$ cat src/rtl/seo_pkg.sv
package seo_pkg;

	localparam int MAX_WIDTH  = 1024;
	localparam int MAX_HEIGHT = 1024;
	localparam int DEPTH_BITS = 24;

	localparam int MIN_SIZE   = 3;
	localparam int COL_W      = $clog2(MAX_WIDTH);
	localparam int ROW_W      = $clog2(MAX_HEIGHT);
	localparam int CH_W       = 8;
	localparam int ST_W       = 8;
	localparam int SIZE_W     = 11;
	localparam int COLOR_W    = 32;
	localparam int NT_W       = 10;
	localparam int DT_W       = 24;
	localparam int KIND_W     = 2;
	localparam int CFG_IDX_W  = 3;
	localparam int CFG_DATA_W = 32;

	localparam int WCMP_W = (SIZE_W > COL_W + 1) ? SIZE_W : COL_W + 1;
	localparam int HCMP_W = (SIZE_W > ROW_W + 1) ? SIZE_W : ROW_W + 1;

	localparam int NG_W   = CH_W + 3;
	localparam int NM_W   = CH_W + 2;
	localparam int DG_W   = DEPTH_BITS + 3;
	localparam int DM_W   = DEPTH_BITS + 2;
	localparam int GCMP_W = (DM_W > DT_W) ? DM_W : DT_W;
	localparam int DCMP_W = 2 * DT_W + 1;
	localparam int NCMP_W = ((NM_W > NT_W) ? 2 * NM_W : 2 * NT_W) + 1;

	localparam logic [CFG_IDX_W-1:0] CFG_FRAME_WIDTH  = 3'd0;
	localparam logic [CFG_IDX_W-1:0] CFG_FRAME_HEIGHT = 3'd1;
	localparam logic [CFG_IDX_W-1:0] CFG_STENCIL_SKIP = 3'd2;
	localparam logic [CFG_IDX_W-1:0] CFG_INNER_COLOR  = 3'd3;
	localparam logic [CFG_IDX_W-1:0] CFG_OUTER_COLOR  = 3'd4;
	localparam logic [CFG_IDX_W-1:0] CFG_NORMAL_THR   = 3'd5;
	localparam logic [CFG_IDX_W-1:0] CFG_DEPTH_THR    = 3'd6;

	typedef enum logic [KIND_W-1:0] {
		EDGE_NONE  = 2'd0,
		EDGE_INNER = 2'd1,
		EDGE_OUTER = 2'd2
	} edge_kind_t;

	typedef struct packed {
		logic [DEPTH_BITS-1:0] depth;
		logic [ST_W-1:0]       stencil;
		logic [CH_W-1:0]       b;
		logic [CH_W-1:0]       g;
		logic [CH_W-1:0]       r;
	} pix_t;

	typedef struct packed {
		logic             valid;
		logic             emit;
		logic             last;
		logic [COL_W-1:0] x;
		logic [ROW_W-1:0] y;
	} meta_t;

	typedef struct packed {
		logic                       big;
		logic                       keep;
		logic [DT_W-1:0]            da;
		logic [DT_W-1:0]            db;
		logic [2:0][NM_W-1:0]       nx;
		logic [2:0][NM_W-1:0]       ny;
	} grad_t;

endpackage

$ cat src/rtl/seo_classify.sv
module seo_classify (
	input  logic                     clk,
	input  logic                     adv,
	input  seo_pkg::grad_t           grad_s2,
	input  logic [seo_pkg::NT_W-1:0] normal_thr,
	input  logic [seo_pkg::DT_W-1:0] depth_thr,
	output seo_pkg::edge_kind_t      kind
);
	import seo_pkg::*;

	logic                        big_s3;
	logic                        keep_s3;
	logic [2*DT_W-1:0]           da2_s3;
	logic [2*DT_W-1:0]           db2_s3;
	logic [2*DT_W-1:0]           dt2_s3;
	logic [2:0][2*NM_W-1:0]      nx2_s3;
	logic [2:0][2*NM_W-1:0]      ny2_s3;
	logic [2*NT_W-1:0]           tn2_s3;
	logic                        outer;
	logic                        inner;

	always_ff @(posedge clk) begin
		if (adv) begin
			big_s3  <= grad_s2.big;
			keep_s3 <= grad_s2.keep;
			da2_s3  <= (2*DT_W)'(grad_s2.da) * (2*DT_W)'(grad_s2.da);
			db2_s3  <= (2*DT_W)'(grad_s2.db) * (2*DT_W)'(grad_s2.db);
			dt2_s3  <= (2*DT_W)'(depth_thr) * (2*DT_W)'(depth_thr);
			tn2_s3  <= (2*NT_W)'(normal_thr) * (2*NT_W)'(normal_thr);
			for (int c = 0; c < 3; c++) begin
				nx2_s3[c] <= (2*NM_W)'(grad_s2.nx[c]) * (2*NM_W)'(grad_s2.nx[c]);
				ny2_s3[c] <= (2*NM_W)'(grad_s2.ny[c]) * (2*NM_W)'(grad_s2.ny[c]);
			end
		end
	end

	always_comb begin
		outer = big_s3 ||
			((DCMP_W'(da2_s3) + DCMP_W'(db2_s3)) > DCMP_W'(dt2_s3));
		inner = 1'b0;
		for (int c = 0; c < 3; c++) begin
			if ((NCMP_W'(nx2_s3[c]) + NCMP_W'(ny2_s3[c])) >= NCMP_W'(tn2_s3)) begin
				inner = 1'b1;
			end
		end
		if (outer) begin
			kind = EDGE_OUTER;
		end else if (inner && keep_s3) begin
			kind = EDGE_INNER;
		end else begin
			kind = EDGE_NONE;
		end
	end

endmodule

$ cat config.mk
export PLATFORM = sky130hd
export DESIGN_NAME = seo_classify
export DESIGN_NICKNAME = d
export VERILOG_FILES = /design/src/rtl/seo_pkg.sv /design/src/rtl/seo_classify.sv
export SDC_FILE = /design/constraint.sdc
export NUM_CORES = 2
export LEC_CHECK = 0
export BUFFER_PORTS_ARGS = -buffer_cell sky130_fd_sc_hd__buf_2
export CORE_MARGIN = 2
export CORE_UTILIZATION = 60
export CTS_CLUSTER_SIZE = 16
export DETAILED_ROUTE_END_ITERATION = 10
export HOLD_SLACK_MARGIN = 0.08
export PLACE_DENSITY = 0.86
export RECOVER_POWER = 100
export REMOVE_ABC_BUFFERS = 1
export SYNTH_ARGS = -nofsm -noshare
export SYNTH_HDL_FRONTEND = slang
export SYNTH_SLANG_ARGS = --single-unit
$ cat constraint.sdc
create_clock -name clk -period 6.8 [get_ports clk]
set_input_delay 0.68 -clock clk [delete_from_list [all_inputs] [get_ports clk]]
set_output_delay 0.68 -clock clk [all_outputs]
set_load 0.02 [all_outputs]
==> flow_summary_export.csv <==
group,metric,value,unit
setup_path,crit_path_end_kind,"flip-flop",
sta,finalSetupViolCount,38,
setup_path,cp_data_required_time,7.09,ns
grt,antenna_found_initial,17,
sta,rsz0062_at_grt,"yes",
layout,stdcell_count,11254,
die,coreArea,0.135,mm²
setup_path,startpoint_type,"input port",
yosys,netlist_area,0.0819,mm²
die,dieArea,0.140,mm²
yosys,synth_edf_count,276,
sta,period_needed,7.17,ns
drt,wl_per_cell,19.6,µm
sta,drv_slew,258,
yosys,synth-async-reset-ratio,0,%
setup_path,worstPathArrival,7.46,ns
grt,grtUsageTotal,29.5,%
hold_path,hold_class,"in2reg",
drt,first_iter_violations,4833,
yosys,synth_top_cells_by_area,"fa_1 (39%), ha_1 (16%), inv_1 (11%), edfxtp_1 (10%), and2_1 (4.1%)",
yosys,ys_seq_elements,276,
drt,num_vias,64106,
layout,areaGrowthSynthToFinish,15.0,%
sta,worst_slew_pin_slew,6.27,ns
sta,slew_headroom,-318,%
sta,clock.fmax,139,MHz
drt,dr.pass1.iters,9,
placed_design,port_buffers,147,
yosys,synth_cells,8675,
hold_path,hp-start,"grad_s2[109]",
placed_design,post-dp-hpwl,169,mm
sta,fin_tns_setup,-7.47,ns
yosys,synth_top_area_share,38.9,%
die,die_h,374,µm
hold_path,hold_depth,1,
clock_tree,clkSlewWorstSetupHoldPaths,0.06,ns
die,num_rows,135,
grt,grt_pass1_wl,337,mm
yosys,ys.flop_type,"edfxtp_1",
sta,holdWs,0.326,ns
placed_design,placed_cells,11122,
drt,drc,0,
sta,setup_ws,-0.373,ns
setup_path,cp_max_fo,10,
grt,grt_pass1_vias,69866,
clock_tree,numCtsBuffers,34,
outcome,status,"complete, but fails checks",
clock_tree,cts_hold_buffers,0,
drt,viasPerCell,5.70,
setup_path,crit_type,"in2reg",
drt,drt_wl_total,220,mm
die,dieWidth,374,µm
sta,final-hold-violation-count,0,
die,ios,148,
placed_design,place_ws,-0.982,ns
yosys,ys_types,88,
placed_design,gp_congestion,0.971,
clock_tree,clock_sinks,276,
yosys,syn-mean-instance-area,9.44,µm²
die,initial_core_util,60.5,%
drt,final_antenna_net_count,0,
clock_tree,cts_buffer_depth,3,
grt,grt_start_max_net_pins,164,
yosys,synth_top_area_cell,"fa_1",
clock_tree,h-tree-depth,2,
yosys,synth_warnings,0,
clock_tree,cts_tree,"built",
yosys,ys_top_cells_by_count,"inv_1 (2364), fa_1 (1590), ha_1 (1071), nand2_1 (686), and2_1 (539)",
hold_path,holdPathEnd,"big_s3",
yosys,yosysMostFrequentCell,"inv_1",
layout,fin_nets,12251,
yosys,ys_seq_area_share,10.1,%
layout,layout-drive-gt1-share,15.3,%
grt,overflow,0,
outcome,failed_checks,"capacitance limit, slew limit, setup timing",
flow_run,cap_violations,1,
sta,finalCritPeriodShare,105,%
clock_tree,cts_root_buf,"clkbuf_16",
-- critical path, cell delays in order --
cell,delay [ns]
buf_6,0.14
and2_4,0.17
inv_1,0.07
fa_1,0.54
inv_1,0.06
fa_1,0.47
inv_1,0.06
fa_2,0.40
fa_1,0.56
inv_1,0.08
fa_1,0.53
fa_1,0.53
inv_1,0.05
fa_1,0.49
inv_1,0.08
ha_4,0.22
buf_4,0.15
a21oi_2,0.16
a21boi_2,0.08
a311oi_2,0.36
o32ai_2,0.16
buf_4,0.18
o21ai_4,0.24
o221ai_4,0.17
o21ai_4,0.25
o21ai_4,0.11
a221oi_2,0.32
xnor2_1,0.11
-- metal layers --
metal	track usage, %	vias up	wire length (µm)
met4	12.9	20	16000
li1	-	28064	-
met2	53.7	3169	112000
met1	34.7	31615	76400
met5	0	-	139
met3	4.00	1238	15800
-- area by class of cell --
class	count	area [µm²]
Multi-Input combinational cell	5806	65500
Fill cell	8829	41300
Inverter	2364	8880
Sequential cell	276	8290
Timing Repair Buffer	962	8070
Tap cell	1781	2230
Clock buffer	38	887
Clock inverter	22	314
Antenna cell	5	12.5
-- through the flow --
| stage | util (%) | instance area (µm²) |
|---|---|---|
| after floorplan | - | 81100 |
| after global placement | 66.3 | 89800 |
| after detailed placement | 66.3 | 89800 |
| after CTS | 67.6 | 91500 |
| after global routing | 69.5 | 94200 |
| final | 69.5 | 94200 |
-- cells by family (layout without fill, tap and decap cells) --
family	count (synthesis)	in the layout	synth area share, %
other	0	5	0
AO/OA/AOI/OAI	873	873	7.20
multiplexers	14	14	0.186
buffers and inverters	2593	3386	11.9
adder cells (fa/ha/maj)	2661	2661	55.2
XOR/XNOR	377	377	4.03
AND/OR/NAND/NOR	1881	1881	11.4
flip-flops	276	276	10.1
-- how the worst max path moves through the flow --
stage,startpoint,to,cells after the start
6_report,grad_s2[89],da2_s3[46],28
5_1_grt,depth_thr[18],dt2_s3[39],30
4_1_cts,grad_s2[63],db2_s3[47],24
2_1_floorplan,depth_thr[8],dt2_s3[46],24
3_5_place_dp,grad_s2[86],da2_s3[45],27
3_3_place_gp,grad_s2[86],da2_s3[45],25
-- flip-flops by register name, indices dropped and copies added (netlist names) --
name and count:
ny2_s3 57, db2_s3 47, nx2_s3 57, tn2_s3 19, dt2_s3 47, big_s3 1, da2_s3 47, keep_s3 1
-- cells in the final DEF, fill, tap and decap left out, types with 36 or more instances in the layout --
master     count
a21oi_2       44
buf_4        702
and2_4        39
nand2_1      626
inv_2         60
nand2_2       50
ha_4          36
xor2_1       115
o21ai_0       89
fa_2          51
a21o_1       146
fa_1        1539
buf_6         97
nor3_1        46
clkbuf_16     38
inv_1       2300
and2_1       473
buf_2         69
a21oi_1      236
o21bai_1      47
edfxtp_1     276
xnor2_1      260
nand3_1       83
nor2b_1       82
nor2_1       247
ha_1        1029
nand4_1       38
o21a_1        39
-- repair_timing --
action	CTS	global route
pin swaps	59	294
endpoints found under the setup margin	38	56
gates resized for setup	120	668
setup buffers	12	56
cloned	0	3
Power is not shown: default switching activity piles up to over one toggle a cycle in this logic, so the estimate is an artifact.
