$ cat src/rtl/seo_pkg.sv
package seo_pkg;

	localparam int MAX_WIDTH  = 1024;
	localparam int MAX_HEIGHT = 1024;
	localparam int DEPTH_BITS = 24;

	localparam int MIN_SIZE   = 3;
	localparam int COL_W      = $clog2(MAX_WIDTH);
	localparam int ROW_W      = $clog2(MAX_HEIGHT);
	localparam int CH_W       = 8;
	localparam int ST_W       = 8;
	localparam int SIZE_W     = 11;
	localparam int COLOR_W    = 32;
	localparam int NT_W       = 10;
	localparam int DT_W       = 24;
	localparam int KIND_W     = 2;
	localparam int CFG_IDX_W  = 3;
	localparam int CFG_DATA_W = 32;

	localparam int WCMP_W = (SIZE_W > COL_W + 1) ? SIZE_W : COL_W + 1;
	localparam int HCMP_W = (SIZE_W > ROW_W + 1) ? SIZE_W : ROW_W + 1;

	localparam int NG_W   = CH_W + 3;
	localparam int NM_W   = CH_W + 2;
	localparam int DG_W   = DEPTH_BITS + 3;
	localparam int DM_W   = DEPTH_BITS + 2;
	localparam int GCMP_W = (DM_W > DT_W) ? DM_W : DT_W;
	localparam int DCMP_W = 2 * DT_W + 1;
	localparam int NCMP_W = ((NM_W > NT_W) ? 2 * NM_W : 2 * NT_W) + 1;

	localparam logic [CFG_IDX_W-1:0] CFG_FRAME_WIDTH  = 3'd0;
	localparam logic [CFG_IDX_W-1:0] CFG_FRAME_HEIGHT = 3'd1;
	localparam logic [CFG_IDX_W-1:0] CFG_STENCIL_SKIP = 3'd2;
	localparam logic [CFG_IDX_W-1:0] CFG_INNER_COLOR  = 3'd3;
	localparam logic [CFG_IDX_W-1:0] CFG_OUTER_COLOR  = 3'd4;
	localparam logic [CFG_IDX_W-1:0] CFG_NORMAL_THR   = 3'd5;
	localparam logic [CFG_IDX_W-1:0] CFG_DEPTH_THR    = 3'd6;

	typedef enum logic [KIND_W-1:0] {
		EDGE_NONE  = 2'd0,
		EDGE_INNER = 2'd1,
		EDGE_OUTER = 2'd2
	} edge_kind_t;

	typedef struct packed {
		logic [DEPTH_BITS-1:0] depth;
		logic [ST_W-1:0]       stencil;
		logic [CH_W-1:0]       b;
		logic [CH_W-1:0]       g;
		logic [CH_W-1:0]       r;
	} pix_t;

	typedef struct packed {
		logic             valid;
		logic             emit;
		logic             last;
		logic [COL_W-1:0] x;
		logic [ROW_W-1:0] y;
	} meta_t;

	typedef struct packed {
		logic                       big;
		logic                       keep;
		logic [DT_W-1:0]            da;
		logic [DT_W-1:0]            db;
		logic [2:0][NM_W-1:0]       nx;
		logic [2:0][NM_W-1:0]       ny;
	} grad_t;

endpackage

$ cat src/rtl/seo_window.sv
module seo_window (
	input  logic                        clk,
	input  logic                        arst_n,
	input  logic                        adv,
	input  logic                        shift,
	input  seo_pkg::pix_t               above2,
	input  seo_pkg::pix_t               above1,
	input  seo_pkg::pix_t               px,
	input  logic [seo_pkg::ST_W-1:0]    stencil_skip,
	input  logic [seo_pkg::DT_W-1:0]    depth_thr,
	output seo_pkg::grad_t              grad_s2
);
	import seo_pkg::*;

	pix_t win_q [3][3];

	logic [2:0][8:0][CH_W-1:0]   ch_v;
	logic [8:0][DEPTH_BITS-1:0]  dep_v;
	logic [2:0][NM_W-1:0]        nx_m;
	logic [2:0][NM_W-1:0]        ny_m;
	logic [GCMP_W-1:0]           da_w;
	logic [GCMP_W-1:0]           db_w;
	logic [GCMP_W-1:0]           thr_w;

	function automatic logic signed [NG_W-1:0] sobel_n(input logic [8:0][CH_W-1:0] v,
		input logic dir_y);
		logic signed [NG_W-1:0] p [9];
		for (int k = 0; k < 9; k++) begin
			p[k] = signed'(NG_W'(v[k]));
		end
		if (!dir_y) begin
			return (p[2] - p[0]) + ((p[5] - p[3]) <<< 1) + (p[8] - p[6]);
		end
		return (p[6] + (p[7] <<< 1) + p[8]) - (p[0] + (p[1] <<< 1) + p[2]);
	endfunction

	function automatic logic signed [DG_W-1:0] sobel_d(input logic [8:0][DEPTH_BITS-1:0] v,
		input logic dir_y);
		logic signed [DG_W-1:0] p [9];
		for (int k = 0; k < 9; k++) begin
			p[k] = signed'(DG_W'(v[k]));
		end
		if (!dir_y) begin
			return (p[2] - p[0]) + ((p[5] - p[3]) <<< 1) + (p[8] - p[6]);
		end
		return (p[6] + (p[7] <<< 1) + p[8]) - (p[0] + (p[1] <<< 1) + p[2]);
	endfunction

	function automatic logic [NM_W-1:0] mag_n(input logic signed [NG_W-1:0] g);
		logic signed [NG_W-1:0] a;
		a = g[NG_W-1] ? -g : g;
		return NM_W'(a);
	endfunction

	function automatic logic [DM_W-1:0] mag_d(input logic signed [DG_W-1:0] g);
		logic signed [DG_W-1:0] a;
		a = g[DG_W-1] ? -g : g;
		return DM_W'(a);
	endfunction

	always_ff @(posedge clk or negedge arst_n) begin
		if (!arst_n) begin
			for (int j = 0; j < 3; j++) begin
				for (int i = 0; i < 3; i++) begin
					win_q[j][i] <= '0;
				end
			end
		end else if (shift) begin
			for (int j = 0; j < 3; j++) begin
				win_q[j][0] <= win_q[j][1];
				win_q[j][1] <= win_q[j][2];
			end
			win_q[0][2] <= above2;
			win_q[1][2] <= above1;
			win_q[2][2] <= px;
		end
	end

	always_comb begin
		for (int j = 0; j < 3; j++) begin
			for (int i = 0; i < 3; i++) begin
				ch_v[0][j*3+i] = win_q[j][i].r;
				ch_v[1][j*3+i] = win_q[j][i].g;
				ch_v[2][j*3+i] = win_q[j][i].b;
				dep_v[j*3+i]   = win_q[j][i].depth;
			end
		end
		for (int c = 0; c < 3; c++) begin
			nx_m[c] = mag_n(sobel_n(ch_v[c], 1'b0));
			ny_m[c] = mag_n(sobel_n(ch_v[c], 1'b1));
		end
		da_w  = GCMP_W'(mag_d(sobel_d(dep_v, 1'b0)));
		db_w  = GCMP_W'(mag_d(sobel_d(dep_v, 1'b1)));
		thr_w = GCMP_W'(depth_thr);
	end

	always_ff @(posedge clk) begin
		if (adv) begin
			grad_s2.big  <= (da_w > thr_w) || (db_w > thr_w);
			grad_s2.keep <= win_q[1][1].stencil != stencil_skip;
			grad_s2.da   <= DT_W'(da_w);
			grad_s2.db   <= DT_W'(db_w);
			grad_s2.nx   <= nx_m;
			grad_s2.ny   <= ny_m;
		end
	end

endmodule

$ cat config.mk
export PLATFORM = sky130hd
export DESIGN_NAME = seo_window
export DESIGN_NICKNAME = d
export VERILOG_FILES = /design/src/rtl/seo_pkg.sv /design/src/rtl/seo_window.sv
export SDC_FILE = /design/constraint.sdc
export NUM_CORES = 2
export LEC_CHECK = 0
export ABC_CLOCK_PERIOD_IN_PS = 7500
export BUFFER_PORTS_ARGS = -buffer_cell sky130_fd_sc_hd__buf_2
export CAP_MARGIN = 10
export CORE_AREA = 2 2 317 319
export CTS_CLUSTER_DIAMETER = 80
export DETAILED_ROUTE_END_ITERATION = 10
export DIE_AREA = 0 0 319 321
export PLACE_DENSITY_LB_ADDON = 0.15
export SKIP_LAST_GASP = 1
export SLEW_MARGIN = 25
export SYNTH_ARGS = -nofsm -noshare
export SYNTH_HDL_FRONTEND = slang
export SYNTH_SLANG_ARGS = --single-unit
$ cat constraint.sdc
create_clock -name clk -period 7.5 [get_ports clk]
set_input_delay 1.125 -clock clk [delete_from_list [all_inputs] [get_ports clk]]
set_output_delay 1.125 -clock clk [all_outputs]
set_load 0.02 [all_outputs]
==> impl_metrics.csv <==
group,metric,value,unit
run_status,outcome,"finished, violations left",
run_status,violations,"setup timing",
timing,min_period,7.764,ns
timing,slew_headroom,38.73,%
synth,synth-simple-area-share,8.293,%
global_route,antenna_found_initial,16,
placement,pre_cts_ws,-0.9299,ns
synth,synth_top_family_by_area,"adder cells",
floorplanning,die_h,321,um
global_route,grt_max_degree,229,
floorplanning,initial_core_util,39.68,%
synth,synth_compound_area_share,12.37,%
worst_setup_path,critical_path.slowest_cell,"fa_1",
routing,via_per_inst,4.821,
global_route,track_usage,19.03,%
placement,gp_congestion,0.8430,
timing,worst_pin_slew,0.9190,ns
placement,io_buffer_count,297,
worst_setup_path,cp_slowest_stage_delay,0.46,ns
clocking,cts_buffers,72,
synth,yosysWarnings,0,
timing,grt_setup_unrepaired,"yes",
routing,met3WireLength,3.982,mm
placement,dpl-instance-area,45300,sq um
clocking,htree_levels,3,
placement,dp_hpwl,75.56,mm
worst_setup_path,cp_max_fo,5,
routing,drtPass1Iterations,5,
timing,slew_violations,0,
global_route,grt_overflow,0,
worst_setup_path,worst_setup_path_end_kind,"register",
synth,synthCells,3851,
cells_and_area,mostFrequentLayoutCell,"inv_1",
timing,setup_violations,1,
cells_and_area,final_core_util,49.00,%
global_route,grt_pass1_vias,29591,
timing,max_freq,128.8,MHz
synth,syn-num-nets,4633,
routing,antenna_left,0,
worst_setup_path,crit_path_frequent_cell,"a21oi_2",
synth,synth-adder-area-share,22.80,%
synth,muxShareOfSynthArea,6.289,%
cells_and_area,fillers,9471,
timing,hold_viol,0,
cells_and_area,area_delta_synth_final,23.49,%
synth,synth.avg_cell_area,10.23,sq um
floorplanning,fp.dieArea,102400,sq um
global_route,grt_first_pass_wirelength,154.8,mm
clocking,clock_latency,0.64,ns
synth,ys_types,82,
floorplanning,rows,116,
cells_and_area,drive_gt1_share,26.26,%
clocking,hold_buffers,0,
cells_and_area,nets,5379,
routing,routed_wl,96.26,mm
worst_setup_path,cp_data_required_time,7.87,ns
flow_run,cap_violations,0,
routing,met1_length,43.45,mm
clocking,cts_buffer_depth,3,
synth,ys.flop_type,"dfrtp_1",
synth,synth_edf_count,110,
worst_setup_path,path_buf_inv,5,
worst_setup_path,arrival,8.13,ns
clocking,cts_tree,"yes",
placement,dp.cells,5762,
timing,period_share,103.5,%
synth,syn_area,39390,sq um
cells_and_area,fin_area,48650,sq um
routing,drt-wirelength-per-cell,16.16,um
timing,fin_skew,0.02435,ns
floorplanning,fp.dieW,319,um
synth,async_flop_share,80.29,%
routing,drtIter0Drc,1007,
cells_and_area,fin_cells,5957,
worst_setup_path,r2r_slack,-0.26,ns
routing,via_count,28718,
clocking,cts_sinks,558,
worst_setup_path,cp-start-kind,"register",
synth,ys_seq_elements,558,
timing,postLayoutSetupSlackWorst,-0.2637,ns
clocking,clk_pin_slew_worst_paths,0.06,ns
routing,highest_layer,"met5",
cells_and_area,layout_common_cells,"inv_1 (543), buf_4 (452), dfrtp_1 (448)",
hold_path,hold_path.class,"reg2reg",
floorplanning,core,99280,sq um
synth,synth_xor_area_share,7.248,%
clocking,cts-root-buf,"clkbuf_16",
routing,route.detailed.drc,0,
synth,seq_area_frac_synth,36.84,%
floorplanning,ios,314,
worst_setup_path,cp_top_family,"compound AO/OA/AOI/OAI gates",
worst_setup_path,timing_worst_setup_path_type,"reg2reg",
routing,dr_wl_met2,45.61,mm
-- metrics by stage --
| stage | hold slack [ns] | TNS [ns] |
|---|---|---|
| detailed placement | 0.4629 | -0.9299 |
| floorplan | 0.4492 | 0 |
| CTS | 0.4746 | -0.2561 |
| finish | 0.4700 | -0.2637 |
| global placement | 0.4553 | -0.7593 |
| global route | 0.4920 | -0.5949 |
-- synthesized netlist by cell type, types with 4 or more instances --
library cell / number / area [sq um]
a211o_1: 8 / 70.07
a211oi_1: 12 / 90.09
a21boi_0: 8 / 60.06
a21o_1: 73 / 548.0
a21oi_1: 190 / 950.9
a31o_2: 6 / 52.55
a31oi_1: 13 / 81.33
a41oi_1: 4 / 35.03
and2_1: 5 / 31.28
and3_1: 6 / 37.54
clkbuf_1: 80 / 300.3
dfrtp_1: 448 / 11210
edfxtp_1: 110 / 3303
fa_1: 233 / 4664
ha_1: 345 / 4317
inv_1: 551 / 2068
mux2_2: 220 / 2477
nand2_1: 350 / 1314
nand2b_1: 34 / 212.7
nand3_1: 33 / 165.2
nand3b_1: 7 / 52.55
nand4_1: 14 / 87.58
nor2_1: 135 / 506.7
nor2b_1: 32 / 200.2
nor3_1: 54 / 270.3
nor3b_1: 9 / 67.56
nor4_1: 8 / 50.05
o211ai_1: 10 / 75.07
o21a_1: 22 / 165.2
o21ai_0: 340 / 1702
o21ai_1: 5 / 25.02
o21bai_1: 58 / 435.4
o31ai_1: 12 / 90.09
o41ai_1: 5 / 43.79
or2_2: 9 / 56.30
or3_1: 13 / 81.33
xnor2_1: 207 / 1813
xor2_1: 119 / 1042
-- tightest hold or removal path: cells and delay by family (launching register included) --
kind | cells | cell delay [ns]
AOI/OAI and AO/OA | 1 | 0.05
DFF | 1 | 0.33
and+or+nand+nor | 1 | 0.05
-- logic make-up after synthesis --
| logic type | after synthesis |
|---|---|
| muxes | 220 |
| and+or+nand+nor | 723 |
| xor gates and xnor gates | 326 |
| DFF | 558 |
| adders and majority gates | 578 |
| AOI/OAI and AO/OA | 807 |
| buffers and inverters | 639 |
-- final timing paths --
path | from | end | depth (start not counted)
worst min-delay path | ch_v[179] | ch_v[171] | 2
min in group asynchronous | arst_n | dep_v[214] | 1
max in group asynchronous | arst_n | ch_v[123] | 2
worst max register to register | dep_v[145] | grad_s2[109] | 41
worst max-delay path | dep_v[145] | grad_s2[109] | 41
worst min register to register | ch_v[179] | ch_v[171] | 2
-- sequential cells by signal, indices dropped and copies added, names as in the netlist --
signal   count
ch_v       216
dep_v      216
grad_s2    110
win_q       16
-- per-layer routing --
metal	vias up	GRT usage, %
met5	-	0
met4	20	6.939
met3	174	3.243
met2	416	32.15
met1	13687	24.53
li1	14421	-
-- cell type report --
| type | count | area (sq um) | share of cell area, % |
|---|---|---|---|
| tap | 1298 | 1624 | 3.338 |
| multi-input combinational | 2654 | 22970 | 47.22 |
| clock buffer | 102 | 2078 | 4.272 |
| clock inverter | 32 | 304.0 | 0.6250 |
| antenna | 2 | 5.005 | 0.01029 |
| sequential | 558 | 14510 | 29.83 |
| timing repair buffer | 760 | 5082 | 10.45 |
| inverter | 551 | 2068 | 4.251 |
-- timing repair --
item                       in CTS  in global routing
gates resized for setup        94                 42
setup endpoints to repair       1                  1
pin swaps                      66                 56
buffers inserted               51                  8
Power is left out: the tool's default activity adds up to more than one toggle a clock period on the data nets, which glitch-free logic cannot reach.
